<file path="config.mk">
export PLATFORM = sky130hd
export DESIGN_NAME = ordered_list_insert_delete
export DESIGN_NICKNAME = d
export VERILOG_FILES = /design/src/hdl/oli_pkg.sv /design/src/hdl/oli_cell.sv /design/src/hdl/oli_chain.sv /design/src/hdl/ordered_list_insert_delete.sv
export VERILOG_INCLUDE_DIRS = /design/src /design/src/hdl
export SDC_FILE = /design/constraint.sdc
export NUM_CORES = 2
export LEC_CHECK = 0
export BUFFER_PORTS_ARGS = -buffer_cell sky130_fd_sc_hd__buf_2
export CELL_PAD_IN_SITES_DETAIL_PLACEMENT = 0
export CELL_PAD_IN_SITES_GLOBAL_PLACEMENT = 2
export CORE_UTILIZATION = 34
export DETAILED_ROUTE_END_ITERATION = 16
export GPL_TIMING_DRIVEN = 1
export PLACE_DENSITY = 0.78
export SKIP_LAST_GASP = 1
export SLEW_MARGIN = 25
export SYNTH_ARGS = -nofsm -noshare
export SYNTH_HDL_FRONTEND = slang
export SYNTH_HIERARCHICAL = 1
export SYNTH_SLANG_ARGS = --single-unit
</file>
<file path="constraint.sdc">
create_clock -name i_clk -period 13.5 [get_ports i_clk]
set_input_delay 2.7 -clock i_clk [delete_from_list [all_inputs] [get_ports i_clk]]
set_output_delay 2.7 -clock i_clk [all_outputs]
set_load 0.05 [all_outputs]
</file>
<file path="src/hdl/ordered_list_insert_delete_defines.svh">
// ----------------------------------------------------------------------------
// Ordered list assertion macros
// Shared helpers for the concurrent checks of the ordered list block.
// ----------------------------------------------------------------------------
`ifndef ORDERED_LIST_INSERT_DELETE_DEFINES_SVH
`define ORDERED_LIST_INSERT_DELETE_DEFINES_SVH

// The consequent must hold in the same cycle as the antecedent.
`define OLI_ASSERT_IMP(lbl, clk, rstn, ante, cons) \
    lbl: assert property (@(posedge clk) disable iff (!(rstn)) (ante) |-> (cons)) \
        else $error("ordered list check failed");

// The consequent must hold in the cycle after the antecedent.
`define OLI_ASSERT_NXT(lbl, clk, rstn, ante, cons) \
    lbl: assert property (@(posedge clk) disable iff (!(rstn)) (ante) |=> (cons)) \
        else $error("ordered list check failed");

`endif

</file>
<file path="src/hdl/oli_pkg.sv">
// ----------------------------------------------------------------------------
// Ordered list package
// Widths, command and status codes, chain operations and payload types.
// ----------------------------------------------------------------------------
`default_nettype none

package oli_pkg;

    // Number of entries the list can hold.
    localparam int CAPACITY = 16;

    localparam int VAL_W  = 32;
    localparam int CMD_W  = 3;
    localparam int POS_W  = 5;
    localparam int ST_W   = 2;
    localparam int FILL_W = 5;
    localparam int CNT_W  = $clog2(CAPACITY + 1);
    localparam int IDX_W  = $clog2(CAPACITY);
    localparam int CMP_W  = ((CNT_W > POS_W) ? CNT_W : POS_W) + 1;

    // Command codes.
    localparam logic [CMD_W-1:0] CMD_INS_FIRST = 3'd0;
    localparam logic [CMD_W-1:0] CMD_INS_LAST  = 3'd1;
    localparam logic [CMD_W-1:0] CMD_INS_POS   = 3'd2;
    localparam logic [CMD_W-1:0] CMD_DEL_FIRST = 3'd3;
    localparam logic [CMD_W-1:0] CMD_DEL_LAST  = 3'd4;
    localparam logic [CMD_W-1:0] CMD_DEL_POS   = 3'd5;
    localparam logic [CMD_W-1:0] CMD_ENUM      = 3'd6;

    // Status codes.
    localparam logic [ST_W-1:0] ST_OK     = 2'd0;
    localparam logic [ST_W-1:0] ST_BADPOS = 2'd1;
    localparam logic [ST_W-1:0] ST_EMPTY  = 2'd2;
    localparam logic [ST_W-1:0] ST_FULL   = 2'd3;

    // Operations broadcast along the cell chain.
    localparam logic [1:0] OP_HOLD = 2'd0;
    localparam logic [1:0] OP_INS  = 2'd1;
    localparam logic [1:0] OP_DEL  = 2'd2;
    localparam logic [1:0] OP_ROT  = 2'd3;

    typedef struct packed {
        logic [1:0]              op;
        logic [IDX_W-1:0]        idx;
        logic [IDX_W-1:0]        last;
        logic signed [VAL_W-1:0] value;
    } t_chain_ctl;

    typedef struct packed {
        logic [CMD_W-1:0]        cmd;
        logic signed [VAL_W-1:0] value;
        logic [POS_W-1:0]        position;
    } t_in_req;

    typedef struct packed {
        logic [ST_W-1:0]         status;
        logic signed [VAL_W-1:0] entry_value;
        logic [FILL_W-1:0]       fill_count;
        logic                    last_result;
    } t_out_res;

endpackage

`default_nettype wire

</file>
<file path="src/hdl/oli_cell.sv">
// ----------------------------------------------------------------------------
// Ordered list cell
// Holds one entry and takes its next value from itself, a neighbor, the
// head of the chain or the inserted value, as the broadcast operation says.
// ----------------------------------------------------------------------------
`default_nettype none

module oli_cell
    import oli_pkg::*;
(
    input  logic                    i_clk,
    input  logic [IDX_W-1:0]        i_index,
    input  t_chain_ctl              i_ctl,
    input  logic signed [VAL_W-1:0] i_left,
    input  logic signed [VAL_W-1:0] i_right,
    input  logic signed [VAL_W-1:0] i_first,
    output logic signed [VAL_W-1:0] o_value
);

    logic signed [VAL_W-1:0] r_value;
    logic signed [VAL_W-1:0] n_value;

    // Select the next entry for this position of the chain.
    always_comb begin
        n_value = r_value;
        unique case (i_ctl.op)
            OP_INS: begin
                if (i_index > i_ctl.idx) begin
                    n_value = i_left;
                end else if (i_index == i_ctl.idx) begin
                    n_value = i_ctl.value;
                end
            end
            OP_DEL: begin
                if (i_index >= i_ctl.idx) begin
                    n_value = i_right;
                end
            end
            OP_ROT: begin
                if (i_index < i_ctl.last) begin
                    n_value = i_right;
                end else if (i_index == i_ctl.last) begin
                    n_value = i_first;
                end
            end
            default: begin
                n_value = r_value;
            end
        endcase
    end

    always_ff @(posedge i_clk) begin
        r_value <= n_value;
    end

    assign o_value = r_value;

endmodule

`default_nettype wire

</file>
<file path="src/hdl/oli_chain.sv">
// ----------------------------------------------------------------------------
// Ordered list cell chain
// A row of cells, front entry in cell zero, linked to their neighbors.
// ----------------------------------------------------------------------------
`default_nettype none

module oli_chain
    import oli_pkg::*;
(
    input  logic                    i_clk,
    input  t_chain_ctl              i_ctl,
    output logic signed [VAL_W-1:0] o_head
);

    logic signed [VAL_W-1:0] w_vals [CAPACITY];

    // Build the row; the ends see zero beyond the chain.
    for (genvar g = 0; g < CAPACITY; g++) begin : g_cell
        logic signed [VAL_W-1:0] w_left;
        logic signed [VAL_W-1:0] w_right;

        if (g == 0) begin : g_lo
            assign w_left = '0;
        end else begin : g_lo
            assign w_left = w_vals[g-1];
        end

        if (g == CAPACITY - 1) begin : g_hi
            assign w_right = '0;
        end else begin : g_hi
            assign w_right = w_vals[g+1];
        end

        oli_cell u_cell (
            .i_clk   (i_clk),
            .i_index (IDX_W'(g)),
            .i_ctl   (i_ctl),
            .i_left  (w_left),
            .i_right (w_right),
            .i_first (w_vals[0]),
            .o_value (w_vals[g])
        );
    end

    assign o_head = w_vals[0];

endmodule

`default_nettype wire

</file>
<file path="src/hdl/ordered_list_insert_delete.sv">
// ----------------------------------------------------------------------------
// Ordered list with insert and delete
// Bounded list of signed entries kept in a shifting chain of cells, with
// insert and delete at either end or at a position, and enumeration.
// ----------------------------------------------------------------------------
//  Channel   Direction  Handshake                   Payload
//  request   in         i_in_valid / o_in_ready     i_in_req  (t_in_req)
//  result    out        o_out_valid / i_out_ready   o_out_res (t_out_res)
//
// Insert, delete, unused codes and enumerate of an empty list give one result.
// Otherwise enumerate first enters its own state and then emits one entry per
// cycle unless stalled, as the chain rotates its head entry to the output register.
// A new request is taken only when no enumeration runs and the output
// register is free or being emptied. Reset empties the list at once.
// A stalled result holds the output register and the rotation.
// ----------------------------------------------------------------------------
`default_nettype none

`include "ordered_list_insert_delete_defines.svh"

module ordered_list_insert_delete
    import oli_pkg::*;
(
    input  logic     i_clk,
    input  logic     i_rst_n,
    input  logic     i_in_valid,
    output logic     o_in_ready,
    input  t_in_req  i_in_req,
    output logic     o_out_valid,
    input  logic     i_out_ready,
    output t_out_res o_out_res
);

    localparam logic S_IDLE = 1'b0;
    localparam logic S_ENUM = 1'b1;

    logic             r_state, n_state;
    logic [CNT_W-1:0] r_count, n_count;
    logic [CNT_W-1:0] r_k, n_k;
    logic             r_out_valid, n_out_valid;
    t_out_res         r_out, n_out;

    t_chain_ctl              w_ctl;
    logic signed [VAL_W-1:0] w_head;
    logic                    w_accept;
    logic                    w_out_free;
    logic [CMP_W-1:0]        w_pos;
    logic [CMP_W-1:0]        w_cnt;
    logic [CMP_W-1:0]        w_pos_m1;
    logic [CNT_W-1:0]        w_cnt_m1;
    logic                    w_full;
    logic                    w_empty;
    logic                    w_enum_last;
    logic [ST_W-1:0]         w_status;

    oli_chain u_chain (
        .i_clk  (i_clk),
        .i_ctl  (w_ctl),
        .o_head (w_head)
    );

    // Handshake and shared compare terms.
    assign w_out_free  = !r_out_valid || i_out_ready;
    assign o_in_ready  = (r_state == S_IDLE) && w_out_free;
    assign w_accept    = i_in_valid && o_in_ready;
    assign w_pos       = CMP_W'(i_in_req.position);
    assign w_cnt       = CMP_W'(r_count);
    assign w_pos_m1    = w_pos - CMP_W'(1);
    assign w_cnt_m1    = r_count - CNT_W'(1);
    assign w_full      = (r_count >= CNT_W'(CAPACITY));
    assign w_empty     = (r_count == '0);
    assign w_enum_last = (r_k == w_cnt_m1);

    // Command decode, chain operation and result formation.
    always_comb begin
        n_state     = r_state;
        n_count     = r_count;
        n_k         = r_k;
        n_out_valid = r_out_valid && !i_out_ready;
        n_out       = r_out;
        w_status    = ST_OK;
        w_ctl.op    = OP_HOLD;
        w_ctl.idx   = '0;
        w_ctl.last  = w_cnt_m1[IDX_W-1:0];
        w_ctl.value = i_in_req.value;

        if (r_state == S_IDLE) begin
            if (w_accept) begin
                unique case (i_in_req.cmd)
                    CMD_INS_FIRST, CMD_INS_LAST: begin
                        if (w_full) begin
                            w_status = ST_FULL;
                        end else begin
                            w_ctl.op  = OP_INS;
                            w_ctl.idx = (i_in_req.cmd == CMD_INS_FIRST) ? '0
                                                                       : r_count[IDX_W-1:0];
                            n_count   = r_count + CNT_W'(1);
                        end
                    end
                    CMD_INS_POS: begin
                        priority if (w_pos == '0 || w_pos > w_cnt + CMP_W'(1)) begin
                            w_status = ST_BADPOS;
                        end else if (w_full) begin
                            w_status = ST_FULL;
                        end else begin
                            w_ctl.op  = OP_INS;
                            w_ctl.idx = w_pos_m1[IDX_W-1:0];
                            n_count   = r_count + CNT_W'(1);
                        end
                    end
                    CMD_DEL_FIRST, CMD_DEL_LAST: begin
                        if (w_empty) begin
                            w_status = ST_EMPTY;
                        end else begin
                            w_ctl.op  = OP_DEL;
                            w_ctl.idx = (i_in_req.cmd == CMD_DEL_FIRST) ? '0
                                                                       : w_cnt_m1[IDX_W-1:0];
                            n_count   = w_cnt_m1;
                        end
                    end
                    CMD_DEL_POS: begin
                        priority if (w_empty) begin
                            w_status = ST_EMPTY;
                        end else if (w_pos == '0 || w_pos > w_cnt) begin
                            w_status = ST_BADPOS;
                        end else begin
                            w_ctl.op  = OP_DEL;
                            w_ctl.idx = w_pos_m1[IDX_W-1:0];
                            n_count   = w_cnt_m1;
                        end
                    end
                    CMD_ENUM: begin
                        if (w_empty) begin
                            w_status = ST_EMPTY;
                        end
                    end
                    default: begin
                        w_status = ST_OK;
                    end
                endcase

                // A non-empty enumeration emits from its own state.
                if (i_in_req.cmd == CMD_ENUM && !w_empty) begin
                    n_state = S_ENUM;
                    n_k     = '0;
                end else begin
                    n_out_valid       = 1'b1;
                    n_out.status      = w_status;
                    n_out.entry_value = '0;
                    n_out.fill_count  = FILL_W'(n_count);
                    n_out.last_result = 1'b1;
                end
            end
        end else begin
            // Emit the head entry and rotate the next one into cell zero.
            if (w_out_free) begin
                w_ctl.op          = OP_ROT;
                n_out_valid       = 1'b1;
                n_out.status      = ST_OK;
                n_out.entry_value = w_head;
                n_out.fill_count  = FILL_W'(r_count);
                n_out.last_result = w_enum_last;
                n_k               = r_k + CNT_W'(1);
                if (w_enum_last) begin
                    n_state = S_IDLE;
                end
            end
        end
    end

    // Control state.
    always_ff @(posedge i_clk) begin
        if (!i_rst_n) begin
            r_state     <= S_IDLE;
            r_count     <= '0;
            r_k         <= '0;
            r_out_valid <= 1'b0;
        end else begin
            r_state     <= n_state;
            r_count     <= n_count;
            r_k         <= n_k;
            r_out_valid <= n_out_valid;
        end
    end

    // Result payload.
    always_ff @(posedge i_clk) begin
        r_out <= n_out;
    end

    assign o_out_valid = r_out_valid;
    assign o_out_res   = r_out;

    // Checks on the list bookkeeping and the enumeration walk.
    `OLI_ASSERT_IMP(a_count_bound, i_clk, i_rst_n, 1'b1, r_count <= CNT_W'(CAPACITY))
    `OLI_ASSERT_IMP(a_enum_nonempty, i_clk, i_rst_n, r_state == S_ENUM, r_count != '0)
    `OLI_ASSERT_IMP(a_enum_index, i_clk, i_rst_n, r_state == S_ENUM, r_k < r_count)
    `OLI_ASSERT_NXT(a_single_result, i_clk, i_rst_n,
        w_accept && i_in_req.cmd != CMD_ENUM, r_out_valid && r_out.last_result)

endmodule

`default_nettype wire
</file>
==> flow_metrics.env <==
export IMPL_totalNegativeSetupSlack_ps=0
export IMPL_tritoncts_num_sinks=564
export IMPL_antenna_found_initial=1
export IMPL_synth_xor_area_frac=0.00416
export IMPL_yosys_cell_types_count=70
export IMPL_final_period_utilization=0.548
export IMPL_grt_pass1_wl_um=188000
export IMPL_yosysWarningCount=6
export IMPL_grt_ovfl_total=0
export IMPL_placed_cell_area_um2=39400
export IMPL_detailedRoute_firstPassIterationCount=6
export IMPL_cp_start_kind="primary input"
export IMPL_place_hpwl_um=81400
export IMPL_h_tree_depth=3
export IMPL_pre_cts_slack_ps=5650
export IMPL_postSynth_topFlopCell="edfxtp_1"
export IMPL_clk_insertion_delay_late_ps=640
export IMPL_placement_io_buffers=85
export IMPL_drtAntennaViolNets=0
export IMPL_finalNetCount=4432
export IMPL_worstPathCellList="buf_2 -> ha_1 -> nand4_1 -> or2_1 -> a2111o_2 -> nand2_2 -> nand2_1 -> nand2_4 -> buf_4 -> buf_4 -> buf_4 -> a32oi_1"
export IMPL_cp_data_arrival_time_ps=7720
export IMPL_cts_root_buf="clkbuf_16"
export IMPL_tightestPinTransition_ps=1060
export IMPL_timing_hold_violations_final=0
export IMPL_gr_usage_all_layers=0.207
export IMPL_rsz0062_at_grt="no"
export IMPL_drt_iter0_drc=3378
export IMPL_layout_area_overhead_vs_synth_pct=9.67
export IMPL_synth_edf_count=552
export IMPL_maxSlewHeadroom=0.292
export IMPL_critical_path_required_ps=13830
export IMPL_run_status="complete, no violations"
export IMPL_cts_tree="done"
export IMPL_stdcell_area_um2=41600
export IMPL_die_height_um=336
export IMPL_number_of_cell_rows=122
export IMPL_critPathCaptureType="flip-flop"
export IMPL_core_area_um2=111000
export IMPL_post_layout_nonfiller_instances=5781
export IMPL_start_util=0.343
export IMPL_p_leak_nw=15.2
export IMPL_cts_root_to_sink_buffers=3
export IMPL_routedWlPerCell_um=20.5
export IMPL_gp_congestion=0.847
export IMPL_totalWireLength_um=119000
export IMPL_yosys_area_share_simple=0.189
export IMPL_die_w_um=336
export IMPL_layout_drive_gt1_share=0.0813
export IMPL_fp_dieArea_um2=113000
export IMPL_cts_reportedPaths_clkPinSlew_ps=60
export IMPL_min_path_type="reg2reg"
export IMPL_max_cap_violations=0
export IMPL_critical_path_type="in2reg"
export IMPL_critical_path_top_cell_by_count="buf_4"
export IMPL_postSynthAreaPerCell_um2=9.05
export IMPL_vias_in_the_first_global_route=30110
export IMPL_post_cts_buffers=0
export IMPL_worst_path_max_delay_cell="buf_4"
export IMPL_grt_max_degree=109
export IMPL_synth_compound_gate_area_share=0.246
export IMPL_syn_instance_count=4187
export IMPL_power_per_cell_area_nw_per_um2=132
export IMPL_placed_cells=5657
export IMPL_report_final_slew_viol_count=0
export IMPL_synth_top_family_by_area="compound AO/OA/AOI/OAI gates"
export IMPL_ys_ff_latch=564
export IMPL_synthMuxAreaShare=0.000561
export IMPL_final_setup_skew_ps=25.8
export IMPL_setup_violations_final=0
export IMPL_seq_area_frac_synth=0.444
export IMPL_cts_repair_resized=0
export IMPL_critPathMaxStageDelay_ps=850
export IMPL_post_synth_instance_area_um2=37900
export IMPL_post_detailed_route_drc_marker_count=0
export IMPL_fmax_ghz=0.135
export IMPL_period_needed_ps=7400
export IMPL_irDropWorstVdd_mv=0.0884
export IMPL_via_per_inst=5.50
export IMPL_vias=31776
export IMPL_io_pin_count=86
export IMPL_cts_inserted_buffers=69
export IMPL_synth_async_reset_ratio=0
export IMPL_post_cts_hold_buffer_count=0
export IMPL_hold_slack_ps=533
export IMPL_layout_setup_ws_ps=6100
export IMPL_r2r_start="r_count[4]"
export IMPL_timing_critical_path_from="i_in_req[2]"
export IMPL_worst_hold_startpoint="r_k[1]"
export IMPL_timing_critical_path_fanout_max=88
export IMPL_adder_cell_share_of_the_synthesized_area=0.0475
[path summary, 6_finish.rpt]
kind | to | slack [ps] | cells past startpoint
worst min register to register | r_k[1] | 530 | 2
worst min-delay path | r_k[1] | 530 | 2
worst max-delay path | u_chain/g_cell[15].u_cell/o_value[23] | 6100 | 12
worst max register to register | u_chain/g_cell[15].u_cell/o_value[23] | 7280 | 12
[where the power goes]
group          internal [mW]  leakage [nW]  switching, mW
clock                  0.988         0.997          0.784
combinational          0.460          9.01          0.895
sequential              2.21          5.22          0.156
total                   3.66          15.2           1.84
[cell usage in the layout, fill, tap and decap left out, types with 17 or more instances in the layout]
master / n
o22ai_1: 18
clkbuf_1: 21
nor2_1: 18
nand2_1: 1568
nand2b_1: 20
conb_1: 176
edfxtp_1: 552
clkbuf_16: 71
o211a_4: 24
nand4_1: 37
ha_1: 144
o21ai_4: 32
a32oi_1: 513
buf_2: 85
o21a_2: 24
a21oi_1: 527
buf_4: 25
inv_1: 122
clkinv_1: 17
and2_1: 32
a21o_1: 34
nor2b_1: 19
[stage by stage]
stage,util,total power [mW]
final,0.376,5.49
after global routing,0.376,5.77
after CTS,0.375,5.51
after detailed placement,0.357,3.73
after global placement,0.353,3.69
after floorplan,-,3.38
[cell usage after synthesis, drive strengths merged (2+ instances only)]
master  count  area [µm²]
and2       32         200
dfxtp      12         240
ha        144        1800
a221oi      5        43.8
edfxtp    552       16600
o221ai      2        17.5
o21ai      43         576
nor4b       3        32.5
a31oi       5        31.3
nand2    1572        5910
a21o       34         255
nor2       34         128
inv       125         469
clkbuf     89         334
or2         3        18.8
nand4      37         231
o22ai      18         113
a21oi     527        2640
o21a       32         330
nand2b     21         139
conb        2        7.51
nor3b       3        22.5
and3        2        12.5
buf       227        1780
a32oi     513        4490
nor3        7        35.0
a222oi      3        30.0
o31ai       5        42.5
xnor2       9        78.8
nor2b      35         339
xor2        9        78.8
or4b        2        20.0
nand3      11        55.1
o211a      32         500
a211oi     16         120
[worst max-delay path, delay by kind of cell]
family | cells | cell delay, ps
simple gates | 5 | 1340
buf+inv | 4 | 2510
compound gates | 2 | 670
fa+ha+maj | 1 | 330
[logic make-up after synthesis]
kind of cell | Yosys count
DFF | 564
AOI/OAI and AO/OA | 1249
and+or+nand+nor | 1767
other | 2
muxes | 2
adders and majority gates | 144
xor gates and xnor gates | 18
buffers and inverters | 441
[layout make-up]
class                   count  area, µm²
diodes                      1       2.50
clock buffers              92       1860
clock inverters            27        215
fillers                 11224      69000
inverters                 125        469
multi-input cells        3356      19300
flip-flops and latches    564      16800
well taps                1488       1860
repair buffers            128       1040
[routing by layer]
layer,GRT usage,part of all wire
met1,0.314,0.50
met2,0.317,0.43
met3,0.0265,0.062
met4,0.0336,0.010
met5,0,0
[sequential cells by signal, summed over array words and instances (netlist names)]
signal                         count
r_state                            1
o_out_res                         40
r_count                            5
r_k                                5
o_out_valid                        1
u_chain/g_cell.u_cell/o_value    512
(Power assumes the default switching activity.)
